$ cat config.mk
export PLATFORM = sky130hd
export DESIGN_NAME = fbs_fifo
export DESIGN_NICKNAME = d
export VERILOG_FILES = /design/src/sv/fbs_fifo.sv
export SDC_FILE = /design/constraint.sdc
export NUM_CORES = 1
export LEC_CHECK = 0
export BUFFER_PORTS_ARGS = -buffer_cell sky130_fd_sc_hd__buf_2
export CAP_MARGIN = 20
export CORE_MARGIN = 3
export CORE_UTILIZATION = 45
export DETAILED_ROUTE_END_ITERATION = 16
export PLACE_DENSITY_LB_ADDON = 0.08
export RECOVER_POWER = 25
export SYNTH_ARGS = -nofsm -noshare
export SYNTH_HDL_FRONTEND = slang
export SYNTH_SLANG_ARGS = --single-unit
$ cat constraint.sdc
create_clock -name clk_i -period 3.25 [get_ports clk_i]
set_input_delay 0.975 -clock clk_i [delete_from_list [all_inputs] [get_ports clk_i]]
set_output_delay 0.975 -clock clk_i [all_outputs]
set_load 0.005 [all_outputs]
$ cat src/sv/fbs_fifo.sv
// ----------------------------------------------------------------------------
// fbs_fifo
// Short register queue that carries classified commands to the back end.
// ----------------------------------------------------------------------------
module fbs_fifo #(
  parameter int unsigned WIDTH = 24,
  parameter int unsigned DEPTH = 2
) (
  input  logic             clk_i,
  input  logic             rst_ni,
  input  logic             push_i,
  input  logic [WIDTH-1:0] din_i,
  input  logic             pop_i,
  output logic [WIDTH-1:0] dout_o,
  output logic             full_o,
  output logic             empty_o
);

  localparam int unsigned PTR_W = (DEPTH > 1) ? $clog2(DEPTH) : 1;
  localparam int unsigned CNT_W = $clog2(DEPTH + 1);

  logic [WIDTH-1:0] slot_q [DEPTH];
  logic [PTR_W-1:0] wptr_q, wptr_d, rptr_q, rptr_d;
  logic [CNT_W-1:0] cnt_q, cnt_d;
  logic             do_push, do_pop;

  assign full_o  = (cnt_q == CNT_W'(DEPTH));
  assign empty_o = (cnt_q == '0);
  assign do_push = push_i && !full_o;
  assign do_pop  = pop_i && !empty_o;
  assign dout_o  = slot_q[rptr_q];

  always_comb begin
    wptr_d = wptr_q;
    rptr_d = rptr_q;
    cnt_d  = cnt_q;
    if (do_push) begin
      wptr_d = (wptr_q == PTR_W'(DEPTH - 1)) ? '0 : wptr_q + 1'b1;
    end
    if (do_pop) begin
      rptr_d = (rptr_q == PTR_W'(DEPTH - 1)) ? '0 : rptr_q + 1'b1;
    end
    if (do_push && !do_pop) begin
      cnt_d = cnt_q + 1'b1;
    end else if (do_pop && !do_push) begin
      cnt_d = cnt_q - 1'b1;
    end
  end

  always_ff @(posedge clk_i or negedge rst_ni) begin
    if (!rst_ni) begin
      wptr_q <= '0;
      rptr_q <= '0;
      cnt_q  <= '0;
    end else begin
      wptr_q <= wptr_d;
      rptr_q <= rptr_d;
      cnt_q  <= cnt_d;
    end
  end

  always_ff @(posedge clk_i) begin
    if (do_push) begin
      slot_q[wptr_q] <= din_i;
    end
  end

endmodule

==> results of run 1 <==
critical path: stages (launching register included):
cell and delay [ns]:
dfrtp_1 0.35, buf_4 0.28, mux2_2 0.36, buf_2 0.13
cell usage in the layout (no fill, tap or decap), drive strengths merged, types with 2 or more instances in the layout:
cell type	n
xor2	2
xnor2	3
clkbuf	13
buf	51
edfxtp	48
mux2	24
nor2	3
inv	2
dfrtp	4
through the flow:
step | util, % | total power [mW] | std cells | area [µm²]
final | 57.8 | 2.00 | 206 | 2410
after global routing | 57.8 | 2.13 | 206 | 2410
after detailed placement | 56.1 | 1.70 | 198 | 2340
after floorplan | - | 1.50 | 94 | 2030
after global placement | 56.1 | 1.68 | 198 | 2340
after CTS | 58.0 | 2.04 | 206 | 2420
routing by layer:
metal / part of all wire [%] / vias to the layer above
met5: 0 / -
met4: 0.57 / 0
met3: 7.1 / 2
met2: 50 / 32
met1: 42 / 477
li1: - / 478
final cells by class:
cell class,instances,area (µm²),share of cell area [%]
inverters,2,7.51,0.311
flip-flops and latches,52,1540,63.9
multi-input cells,37,433,17.9
clock inverters,1,3.75,0.156
clock buffers,7,76.3,3.16
repair buffers,57,288,11.9
well taps,50,62.6,2.59
power by group:
group          internal [mW]  total [mW]  switching, mW
clock                  0.150       0.337          0.187
combinational          0.379       0.688          0.309
sequential             0.920       0.977         0.0569
total                   1.45        2.00          0.552
worst min-delay path by stage:
stage / from / endpoint / slack [ns] / cells after the start
2_1_floorplan: wptr_q / wptr_q / 0.46 / 1
3_3_place_gp: wptr_q / wptr_q / 0.49 / 1
3_5_place_dp: wptr_q / wptr_q / 0.50 / 1
4_1_cts: rst_ni / cnt_q[0] / 0.46 / 1
5_1_grt: rst_ni / cnt_q[0] / 0.50 / 1
6_report: rst_ni / cnt_q[0] / 0.51 / 1
cell families (layout without fill, tap and decap cells):
logic type | Yosys count | after routing | share of synthesized area, %
buffers and inverters | 5 | 67 | 2.90
adders and majority gates | 1 | 1 | 0.616
AOI/OAI and AO/OA | 1 | 1 | 0.246
xor gates and xnor gates | 5 | 5 | 2.16
and+or+nand+nor | 6 | 6 | 1.36
muxes | 24 | 24 | 16.8
DFF | 52 | 52 | 75.9
sequential cells by signal, indices dropped and copies added (netlist names):
register  count
rptr_q        1
cnt_q         2
wptr_q        1
slot_q       48
==> results.md, run 1 <==
- Overflow left after global routing: 0
- Synth-to-layout area growth: 18.8%
- Core Region: 4170 µm²
- Worst Hold Class: input pin to async pin
- Final ANT Viol Nets: 0
- LEAKAGE: 0.978 nW
- Post-synth EDFFs: 48
- R2r endpoint: slot_q[1][5]
- CP Launch Point: rptr_q
- Vias in the first global route: 1058
- GR Layer Usage met1: 16.9%
- IO Count: 54
- Drt pass-1 iters: 4
- Yosys reg bits: 52
- Die footprint: 5350 µm²
- CP required: 2.27 ns
- Worst r2r src: cnt_q[0]
- Period minus WS final: 2.38 ns
- Arrival @ worst endpoint: 1.41 ns
- Setup crit end kind: output pin
- Drt total wl: 3.18 mm
- Worst Skew: 0.00824 ns
- Htree depth: 2
- Status: completed
- Antenna cells: 0
- Largest net degree at the start of global routing: 25
- Asr flop ratio synth: 7.69%
- Net count after synthesis: 123
- Post-synth top area cell: edfxtp_1
- Critical path class: flop to output pin
- CTS tree: built
- Final setup violation count: 0
- DRC Markers: 0
- Synth warn: 0
- Cells after synthesis: 94
- FP Rows: 23
- Routability cong.: 0.647
- Pre-CTS setup slack: 1.11 ns
- CTS Buf Count: 5
- Vias per cell: 4.80
- Cell variety after synth: 15
- Root buf cell: clkbuf_8
- Maximum clock path buffer count: 2
- DR vias: 989
- Die Ht: 73.2 µm
- Initial antenna violation count: 0
- Clk pin slew, worst setup/hold paths: 0.08 ns
- Layout fillers: 325
- Layout Nets: 184
- Period utilization: 73.3%
- Slew at the pin closest to its max-slew limit: 0.379 ns
- Fmax: 420 MHz
- Wire length per cell: 15.4 µm
- Post-synthesis sequential area ratio: 75.9%
- GRT met2 Usage: 21.2%
- Setup ws final: 0.868 ns
- IO Port Bufs: 53
- Maximum VDD drop: 0.470 mV
- Syn avg cell area: 21.6 µm²
- Post-Syn Area: 2030 µm²
- Met3 usage: 4.82%
- Top cells by area, synth: edfxtp_1 (71%), mux2_4 (14%), dfrtp_1 (4.9%), mux2_2 (2.8%), buf_12 (2.0%)
- Initial Utilization: 48.7%
- 1st-iter DRT viols: 40
- Worst-path maximum fanout: 16
- Share of cells above drive strength 1: 51.9%
- Die Wd: 73.2 µm
- Final Hold Vio Count: 0
- Slew headroom: 74.7%
- Number of hold buffers added after cts: 0
- Final TNS setup: 0 ns
- Setup crit end: dout_o[2]
- Slew Limit Fails: 0
- RSZ-0062 raised after global routing: no
- Post-CTS Resized: 0
- Clk sinks: 52
- Cell Pwr Density: 830 nW/µm²
- Final HPWL DP: 2.23 mm
- Gr busiest metal: met2
- Critical Path Source Type: flop
- Global-route wire length before repair: 5.31 mm
- Most common cell in the netlist: edfxtp_1
- Max_cap viols: 0
- Synth Flop Type: edfxtp_1
- Worst-Skew Late Latency: 0.29 ns
- Yosys top cell area share: 71.0%
- Synth top cells by count: edfxtp_1 (48), mux2_4 (19), mux2_2 (5)
- Hold WS: 0.507 ns
- Total Routing Usage GR: 13.3%
- Reg2reg setup slack: 1.57 ns
- Post-CTS setup buffer count: 0
- R2R depth: 3
Note: power is estimated with default switching activity, not from simulation.
==> run 2: changes to the inputs <==
==> constraint.sdc (replaced) <==
create_clock -name clk_i -period 1.94 [get_ports clk_i]
set_input_delay 0.582 -clock clk_i [delete_from_list [all_inputs] [get_ports clk_i]]
set_output_delay 0.582 -clock clk_i [all_outputs]
set_load 0.005 [all_outputs]
==> results.md, run 2 (synthesized netlist as in run 1, its figures left out) <==
- Total Routing Usage GR: 12.7%
- Period utilization: 99.3%
- FP Rows: 23
- Final Hold Vio Count: 0
- Max_cap viols: 0
- Post-route cell area: 2570 µm²
- DR vias: 986
- Die Wd: 73.2 µm
- Post-CTS setup buffer count: 0
- Most frequent cells in the layout: edfxtp_1 (48), buf_2 (34), mux2_4 (24)
- 1st-iter DRT viols: 63
- Largest register by flop count: slot_q
- Pre-CTS setup slack: 0.268 ns
- DRC Markers: 0
- Max incr delay on CP: 0.43 ns
- WL met3: 211 µm
- Initial antenna violation count: 0
- Vias in the first global route: 1091
- IO Port Bufs: 53
- IO Count: 54
- Post-DP Area: 2380 µm²
- Delay-heaviest family, CP: flip-flops
- Worst-path maximum fanout: 11
- Overflow left after global routing: 0
- Crit path cell chain: buf_8 -> mux2_4 -> buf_2
- Largest net degree at the start of global routing: 25
- Core Region: 4170 µm²
- Uppermost layer routed: met4
- Vias per cell: 4.79
- Clk sinks: 52
- Maximum VDD drop: 0.735 mV
- Status: completed
- CTS tree: built
- Worst-Skew Late Latency: 0.29 ns
- CP required: 1.36 ns
- Cell Pwr Density: 1420 nW/µm²
- Final setup violation count: 0
- Worst Skew: 0.00489 ns
- Crit-path slowest cell: dfrtp_1
- CTS Buf Count: 5
- Sum of buffers and inverters on the critical path: 2
- Htree depth: 2
- Maximum clock path buffer count: 2
- Critical Path Source Type: flop
- Synth-to-layout area growth: 26.4%
- Final TNS setup: 0 ns
- Clk pin slew, worst setup/hold paths: 0.08 ns
- Setup ws final: 0.0130 ns
- Global-route wire length before repair: 4.99 mm
- Slew Limit Fails: 0
- Setup crit end kind: output pin
- Routability cong.: 0.624
- Worst Hold Class: input pin to async pin
- Arrival @ worst endpoint: 1.35 ns
- Slew at the pin closest to its max-slew limit: 0.229 ns
- Final ANT Viol Nets: 0
- Drt pass-1 iters: 4
- Die Ht: 73.2 µm
- Max reg flops: 48
- Period minus WS final: 1.93 ns
- M1 wire length: 1.13 mm
- Root buf cell: clkbuf_8
- Commonest non-fill, non-tap cell in the layout: edfxtp_1
- Largest registers: slot_q: 48 flops, cnt_q: 2 flops
- Antenna cells: 0
- Wire length per cell: 14.6 µm
- Met2 routed WL: 1.63 mm
- Die footprint: 5350 µm²
- Critical path class: flop to output pin
- Slew headroom: 84.6%
- Layout Nets: 184
- Fmax: 519 MHz
- Share of cells above drive strength 1: 53.8%
- RSZ-0062 raised after global routing: yes
- Initial Utilization: 48.7%
- LEAKAGE: 1.05 nW
- Final HPWL DP: 2.14 mm
- Drt total wl: 3.01 mm
==> run 2: power breakdown <==
| part | total, mW | internal, mW | switching, mW |
|---|---|---|---|
| logic | 1.45 | 0.885 | 0.561 |
| registers | 1.64 | 1.54 | 0.105 |
| clock network | 0.561 | 0.245 | 0.315 |
| total | 3.65 | 2.67 | 0.981 |
==> run 2: per-layer routing <==
metal	track usage, %	up-vias
met4	5.53	0
met5	0	-
li1	-	477
met1	14.6	474
met3	4.13	4
met2	21.6	31
==> run 2: cell type report <==
cell class / count / area (µm²)
Clock buffer: 5 / 68.8
Clock inverter: 3 / 13.8
Fill cell: 311 / 1610
Inverter: 2 / 7.51
Multi-Input combinational cell: 37 / 452
Sequential cell: 52 / 1540
Tap cell: 50 / 62.6
Timing Repair Buffer: 57 / 422
==> run 2: worst paths after layout <==
check	end	slack (ns)	cells past startpoint	from
max in group asynchronous	rptr_q	1.65	1	rst_ni
min reg2reg	wptr_q	0.52	1	wptr_q
max reg2reg	cnt_q[1]	0.40	7	cnt_q[0]
min	wptr_q	0.11	1	rst_ni
max	dout_o[17]	0.01	3	rptr_q
min in group clk_i	slot_q[1][8]	0.47	1	din_i[8]
==> run 2: worst register-to-register path: stages (launching register included) <==
cell      delay, ns
dfrtp_1        0.44
nand2b_1       0.19
nand2_1        0.14
inv_1          0.07
ha_1           0.20
xor2_1         0.14
nor2_1         0.11
xor2_1         0.17
==> run 2: timing repair <==
| action | CTS | global route |
|---|---|---|
| endpoints found under the setup margin | 10 | 24 |
| gates resized for setup | 6 | 15 |
| hold buffers | 0 | 0 |
==> run 2: stage by stage <==
| stage | power (mW) | utilization (%) | hold WS (ns) | std cells |
|---|---|---|---|---|
| floorplan | 2.51 | - | 0.286 | 94 |
| global placement | 2.89 | 57.0 | 0.394 | 198 |
| detailed placement | 2.92 | 57.0 | 0.393 | 198 |
| CTS | 3.52 | 59.5 | 0.0699 | 206 |
| global route | 3.86 | 61.5 | 0.115 | 206 |
| finish | 3.65 | 61.5 | 0.108 | 206 |
