$ cat config.mk
export PLATFORM = sky130hd
export DESIGN_NAME = fbs_front
export DESIGN_NICKNAME = d
export VERILOG_FILES = /design/src/sv/fbs_pkg.sv /design/src/sv/fbs_front.sv
export SDC_FILE = /design/constraint.sdc
export NUM_CORES = 1
export LEC_CHECK = 0
export BUFFER_PORTS_ARGS = -buffer_cell sky130_fd_sc_hd__buf_2
export CORE_AREA = 2 2 39 41
export CTS_CLUSTER_DIAMETER = 60
export DETAILED_ROUTE_END_ITERATION = 6
export DIE_AREA = 0 0 41 43
export GPL_ROUTABILITY_DRIVEN = 1
export GPL_TIMING_DRIVEN = 0
export SLEW_MARGIN = 5
export SYNTH_ARGS = -nofsm -noshare
export SYNTH_HDL_FRONTEND = slang
export SYNTH_SLANG_ARGS = --single-unit
export TNS_END_PERCENT = 50
$ cat constraint.sdc
create_clock -name clk_i -period 0.8 [get_ports clk_i]
set_input_delay 0 -clock clk_i [delete_from_list [all_inputs] [get_ports clk_i]]
set_output_delay 0 -clock clk_i [all_outputs]
set_load 0.1 [all_outputs]
$ cat src/sv/fbs_pkg.sv
// ----------------------------------------------------------------------------
// fbs_pkg
// Command codes, the queued command and the result word of the scrolling
// framebuffer.
// ----------------------------------------------------------------------------
package fbs_pkg;

  localparam int unsigned SHIFT_COLS = 4;

  typedef enum logic [2:0] {
    KIND_TOGGLE  = 3'd0,
    KIND_READ    = 3'd1,
    KIND_CLEAR   = 3'd2,
    KIND_SDOWN   = 3'd3,
    KIND_SLEFT   = 3'd4,
    KIND_SRIGHT  = 3'd5,
    KIND_HIGHRES = 3'd6,
    KIND_LOWRES  = 3'd7
  } kind_e;

  typedef struct packed {
    kind_e      kind;
    logic [3:0] rows;
    logic       hr;
  } cmd_t;

  typedef struct packed {
    logic high_res;
    logic pixel_value;
    logic collision;
  } res_t;

endpackage

$ cat src/sv/fbs_front.sv
// ----------------------------------------------------------------------------
// fbs_front
// Accepts commands, wraps the coordinates to the resolution in force and
// tracks the resolution that each command leaves behind.
// ----------------------------------------------------------------------------
module fbs_front import fbs_pkg::*; #(
  parameter int unsigned LOW_WIDTH   = 64,
  parameter int unsigned LOW_HEIGHT  = 32,
  parameter int unsigned HIGH_WIDTH  = 128,
  parameter int unsigned HIGH_HEIGHT = 64
) (
  input  logic                           clk_i,
  input  logic                           rst_ni,
  input  logic                           valid_i,
  input  logic                           room_i,
  input  logic [2:0]                     kind_i,
  input  logic [7:0]                     x_i,
  input  logic [7:0]                     y_i,
  input  logic [3:0]                     rows_i,
  output logic                           ready_o,
  output logic                           push_o,
  output cmd_t                           cmd_o,
  output logic [$clog2(HIGH_WIDTH)-1:0]  col_o,
  output logic [$clog2(HIGH_HEIGHT)-1:0] row_o
);

  localparam int unsigned COL_W = $clog2(HIGH_WIDTH);
  localparam int unsigned ROW_W = $clog2(HIGH_HEIGHT);

  logic [COL_W-1:0] xlo_tab [256];
  logic [COL_W-1:0] xhi_tab [256];
  logic [ROW_W-1:0] ylo_tab [256];
  logic [ROW_W-1:0] yhi_tab [256];
  logic             hr_q, hr_d;
  kind_e            kind;

  for (genvar i = 0; i < 256; i++) begin : g_wrap
    assign xlo_tab[i] = COL_W'(i % LOW_WIDTH);
    assign xhi_tab[i] = COL_W'(i % HIGH_WIDTH);
    assign ylo_tab[i] = ROW_W'(i % LOW_HEIGHT);
    assign yhi_tab[i] = ROW_W'(i % HIGH_HEIGHT);
  end

  assign kind    = kind_e'(kind_i);
  assign ready_o = room_i;
  assign push_o  = valid_i && room_i;

  always_comb begin
    hr_d = hr_q;
    unique case (kind)
      KIND_HIGHRES: hr_d = 1'b1;
      KIND_LOWRES:  hr_d = 1'b0;
      default:      hr_d = hr_q;
    endcase
  end

  assign cmd_o.kind = kind;
  assign cmd_o.rows = rows_i;
  assign cmd_o.hr   = hr_d;
  assign col_o      = hr_q ? xhi_tab[x_i] : xlo_tab[x_i];
  assign row_o      = hr_q ? yhi_tab[y_i] : ylo_tab[y_i];

  always_ff @(posedge clk_i or negedge rst_ni) begin
    if (!rst_ni) begin
      hr_q <= 1'b0;
    end else if (push_o) begin
      hr_q <= hr_d;
    end
  end

endmodule

==> results of run 1 <==
[power groups by stage]
stage | combinational, uW | clock (uW) | sequential (uW)
final | 843 | 0 | 73.1
after global routing | 873 | 0 | 75.8
after CTS | 839 | 0 | 71.9
after detailed placement | 785 | 0 | 71.7
after global placement | 780 | 0 | 71.5
after floorplan | 692 | 0 | 68.7
[path summary, 6_finish.rpt]
path,startpoint,endpoint,cells past startpoint
max,hr_q,cmd_o[0],4
min,kind_i[0],hr_q,2
max reg2reg,hr_q,hr_q,2
min reg2reg,hr_q,hr_q,2
max in group asynchronous,rst_ni,hr_q,2
min in group asynchronous,rst_ni,hr_q,2
[per-layer routing]
layer / vias to the layer above / global-route usage [%] / wire length, um
li1: 137 / - / -
met1: 114 / 5.40 / 148
met2: 20 / 13.8 / 356
met3: 0 / 0 / 72
met4: 0 / 0 / 0
met5: - / 0 / 0
[area by class of cell]
type | count | area, um2 | area share, %
Sequential cell | 1 | 25.0 | 5.63
Tap cell | 16 | 20.0 | 4.51
Buffer | 20 | 150 | 33.8
Timing Repair Buffer | 32 | 193 | 43.4
Multi-Input combinational cell | 7 | 56.3 | 12.7
[logic make-up (layout without fill, tap and decap cells)]
logic type | Yosys count | after routing | synth area share, %
AO/OA/AOI/OAI | 4 | 4 | 12.8
flip-flops | 1 | 1 | 11.1
AND/OR/NAND/NOR | 3 | 3 | 9.44
buffers and inverters | 20 | 52 | 66.7
[synthesized netlist by cell type]
cell type  instances  share of area, %
a41oi_1            2               7.8
a31oi_1            1               2.8
and2_1             2               5.6
a21oi_1            1               2.2
and2_4             1               3.9
buf_4             20                67
dfrtp_1            1                11
[metrics by stage]
stage          hold WS [ps]  total power (uW)
2_1_floorplan          -296               761
3_3_place_gp           -226               852
3_5_place_dp           -224               856
4_1_cts                 267               911
5_1_grt                 288               948
6_report                258               916
[critical path: cells and delay by family, from the launching register on]
kind,cells,cell delay [ps]
flip-flops,1,370
buffers and inverters,2,300
AO/OA/AOI/OAI,2,170
[timing repair]
item,4_1_cts,5_1_grt
setup endpoints to repair,3,3
hold endpoints to repair,1,0
gates resized for setup,7,2
setup buffers,0,0
hold buffers,1,0
==> qor.csv, run 1 <==
metric,value,unit
p_seq_share,8.0,%
top_regs,hr_q x1,
vias_per_cell,3.57,
syn-instance-count,28,
leakage,0.000261,uW
layout_commonest_cell,buf_2,
fillers,163,
period_share,105,%
setup_violations,1,
ys_ff_latch,1,
pin_count,50,
outcome,finished with violations,
drtIter0Drc,1,
placed_cells,75,
finalCriticalPeriod,837,ps
path_cells,a21oi_2 -> a31oi_1 -> buf_4 -> buf_12,
finalSetupTns,-37.5,ps
critPathMaxFanout,4,
startpoint_type,flop,
final_net_count,89,
antenna_left,0,
drv_cap,0,
grt_first_pass_wirelength,800,um
p_per_area,2060,nW/um2
synth.distinct_cells,7,
dr.pass1.iters,2,
tightest_slew,489,ps
synth_seq_area_share,11.1,%
worstSetupPathType,flop to primary output,
final_cell_mix,"buf_2, buf_4, and2_2, a41oi_1, buf_6",
grt_overflow,0,
critPathSlowestCell,dfrtp_1,
switching_share,70.4,%
largest_reg_flops,1,
die_h,43,um
routed_wl,577,um
grt_pass1_vias,211,
stdcell_area,444,um2
grt_usage,6.10,%
worstPathArrival,840,ps
gp_congestion,0.619,
grt_max_degree,6,
syn_to_final_growth,97.2,%
num_rows,14,
critPathCaptureType,primary output,
setup_ws,-37.5,ps
preCtsSetupSlack,-275,ps
clockPowerShare,0,%
remaining_drc_errors,0,
skew,0,ps
final_cells,76,
start_util,16.3,%
comb_power_share,92.0,%
p_sw,645,uW
slew-limit-headroom,67.6,%
syn_area,225,um2
worstPathRequired,800,ps
slew_viol_final,0,
r2r_slack,30,ps
syn-num-nets,55,
ys_warn_count,0,
syn_area_per_cell,8.04,um2
hold_class,primary input to flop,
final_util,32.1,%
vias,271,
violations,negative setup slack,
io_buffers,31,
regMostFlops,hr_q,
vdd_drop_max,0.519,mV
cpPeakStageDelay,370,ps
antenna_cells,0,
die_area,1760,um2
core,1380,um2
drive_gt1_share,91.7,%
antenna_found_initial,0,
fmax,1.19,GHz
rsz0062_at_grt,yes,
p_int,271,uW
clock_latency,0,ps
wl_per_cell,7.59,um
finalHoldViolCount,0,
die_w,41,um
dpl.hpwl,534,um
placed_area,403,um2
clkSlewWorstSetupHoldPaths,0,ps
Note: power is estimated with default switching activity, not from simulation.
==> run 2, diff against run 1 <==
--- a/config.mk
+++ b/config.mk
@@ -11,7 +11,6 @@
 export DETAILED_ROUTE_END_ITERATION = 6
 export DIE_AREA = 0 0 41 43
 export GPL_ROUTABILITY_DRIVEN = 1
-export GPL_TIMING_DRIVEN = 0
 export SLEW_MARGIN = 5
 export SYNTH_ARGS = -nofsm -noshare
 export SYNTH_HDL_FRONTEND = slang
==> qor.csv, run 2 (synthesis gave the netlist of run 1 again) <==
metric,value,unit,change
hold_class,primary input to primary output,,was primary input to flop
finalSetupTns,-26.0,ps,was -37.5 ps
timing.hold.ws,0.0360,ps,was 258 ps
num_rows,14,,unchanged
power,592,uW,was 916 uW
vdd_drop_max,0.247,mV,was 0.519 mV
critPathSlowestCell,dfrtp_1,,unchanged
worstSetupPathType,flop to primary output,,unchanged
ff2ff_path_depth,2,,unchanged
grt_max_degree,6,,unchanged
regArea,25.0,um2,unchanged
remaining_drc_errors,0,,unchanged
finalCriticalPeriod,826,ps,was 837 ps
outcome,finished with violations,,unchanged
multi_input_area,62.6,um2,was 56.3 um2
dr.pass1.iters,1,,was 2
hold_end,cmd_o[4],,was hr_q
startpoint_type,flop,,unchanged
path_buf_inv,1,,was 2
period_share,103,%,was 105%
drtIter0Drc,0,,was 1
slew-limit-headroom,86.8,%,was 67.6%
worstPathArrival,830,ps,was 840 ps
antenna_found_initial,0,,unchanged
final_cell_mix,"buf_2, buf_12, and2_2, a41oi_1",,"was buf_2, buf_4, and2_2, a41oi_1, buf_6"
setup_violations,1,,unchanged
core,1380,um2,unchanged
path_cells,a21oi_2 -> a31oi_2 -> buf_12,,was a21oi_2 -> a31oi_1 -> buf_4 -> buf_12
antenna_left,0,,unchanged
grt_pass1_vias,145,,was 211
final_cells,41,,was 76
skew,0,ps,unchanged
antenna_cells,0,,unchanged
critPathTopFamily,flip-flops,,unchanged
p_per_area,1860,nW/um2,was 2060 nW/um2
r2r_end,hr_q,,unchanged
grt_use_met3,0,%,unchanged
drive_gt1_share,84.0,%,was 91.7%
pin_count,50,,unchanged
setup_ws,-26.0,ps,was -37.5 ps
rsz0062_at_grt,yes,,unchanged
clock_latency,0,ps,about the same
start_util,16.3,%,unchanged
grt_use_met2,8.44,%,was 13.8%
grt_usage,4.40,%,was 6.10%
grt_first_pass_wirelength,579,um,was 800 um
drv_cap,0,,unchanged
finalHoldViolCount,0,,unchanged
io_buffers,16,,was 31
cts_setup_buffers,0,,unchanged
top_regs,hr_q x1,,unchanged
die_h,43,um,unchanged
vias,151,,was 271
syn_to_final_growth,41.1,%,was 97.2%
grt_overflow,0,,unchanged
vias_per_cell,3.68,,was 3.57
rr_startpoint,hr_q,,unchanged
tightest_slew,198,ps,was 489 ps
largest_reg_flops,1,,unchanged
hold_depth,0,,was 2
die_area,1760,um2,unchanged
met1_usage,4.76,%,was 5.40%
wl_per_cell,10.2,um,was 7.59 um
min-delay-start,rows_i[3],,was kind_i[0]
r2r_slack,40,ps,was 30 ps
fillers,152,,was 163
violations,negative setup slack,,unchanged
cpPeakStageDelay,380,ps,was 370 ps
critPathMaxFanout,4,,unchanged
fmax,1.21,GHz,was 1.19 GHz
die_w,41,um,unchanged
busiest_layer,met2,,unchanged
placed_cells,40,,was 75
preCtsSetupSlack,-79.7,ps,was -275 ps
routed_wl,419,um,was 577 um
clkSlewWorstSetupHoldPaths,0,ps,about the same
gp_congestion,0.561,,was 0.619
regMostFlops,hr_q,,unchanged
cp.depth,3,,was 4
slew_viol_final,0,,unchanged
worstPathRequired,800,ps,about the same
leakage,0.000138,uW,was 0.000261 uW
final_net_count,54,,was 89
critPathCaptureType,primary output,,unchanged
run 2: cell types whose count changed in the layout (fill, tap and decap cells not counted), sizes merged:
cell,previous run,this run
buf,51,16
run 2: worst register-to-register path, delay by kind of cell, from the launching register on:
kind | cells | cell delay (ps)
AO/OA/AOI/OAI | 2 | 230
flip-flops | 1 | 390
run 2: power breakdown:
group | internal (uW) | leakage (uW) | total, uW | switching, uW
logic | 185 | 0.000127 | 517 | 332
registers | 62.1 | 0.0000111 | 74.4 | 12.4
clock network | 0 | 0 | 0 | 0
run 2: final cells by class:
cell class                      instances  share of cell area [%]
Multi-Input combinational cell          7                    19.7
Timing Repair Buffer                   17                    66.1
Sequential cell                         1                    7.87
Tap cell                               16                    6.30
run 2: metrics by stage:
step                instance area [um2]  util (%)
CTS                                 308      22.2
detailed placement                  298      21.5
global route                        318      23.0
floorplan                           228         -
global placement                    298      21.5
finish                              318      23.0
run 2: worst max-delay path by stage:
| stage | from | slack (ps) | endpoint |
|---|---|---|---|
| final | hr_q | -30 | cmd_o[0] |
| after global routing | hr_q | -70 | cmd_o[0] |
| after CTS | hr_q | -80 | cmd_o[0] |
| after detailed placement | hr_q | -80 | cmd_o[0] |
| after global placement | hr_q | -80 | cmd_o[0] |
| after floorplan | hr_q | -20 | row_o[5] |
run 2: timing repair:
item,in CTS,in global routing
setup endpoints to repair,1,2
hold buffers,1,0
gates resized for setup,0,2
pin swaps,0,0
hold endpoints to repair,1,0
run 2: layer usage:
metal  wire length (um)  vias to the layer above
li1                   -                       67
met1                113                       74
met2                239                       10
met3                 66                        0
met4                  0                        0
met5                  0                        -
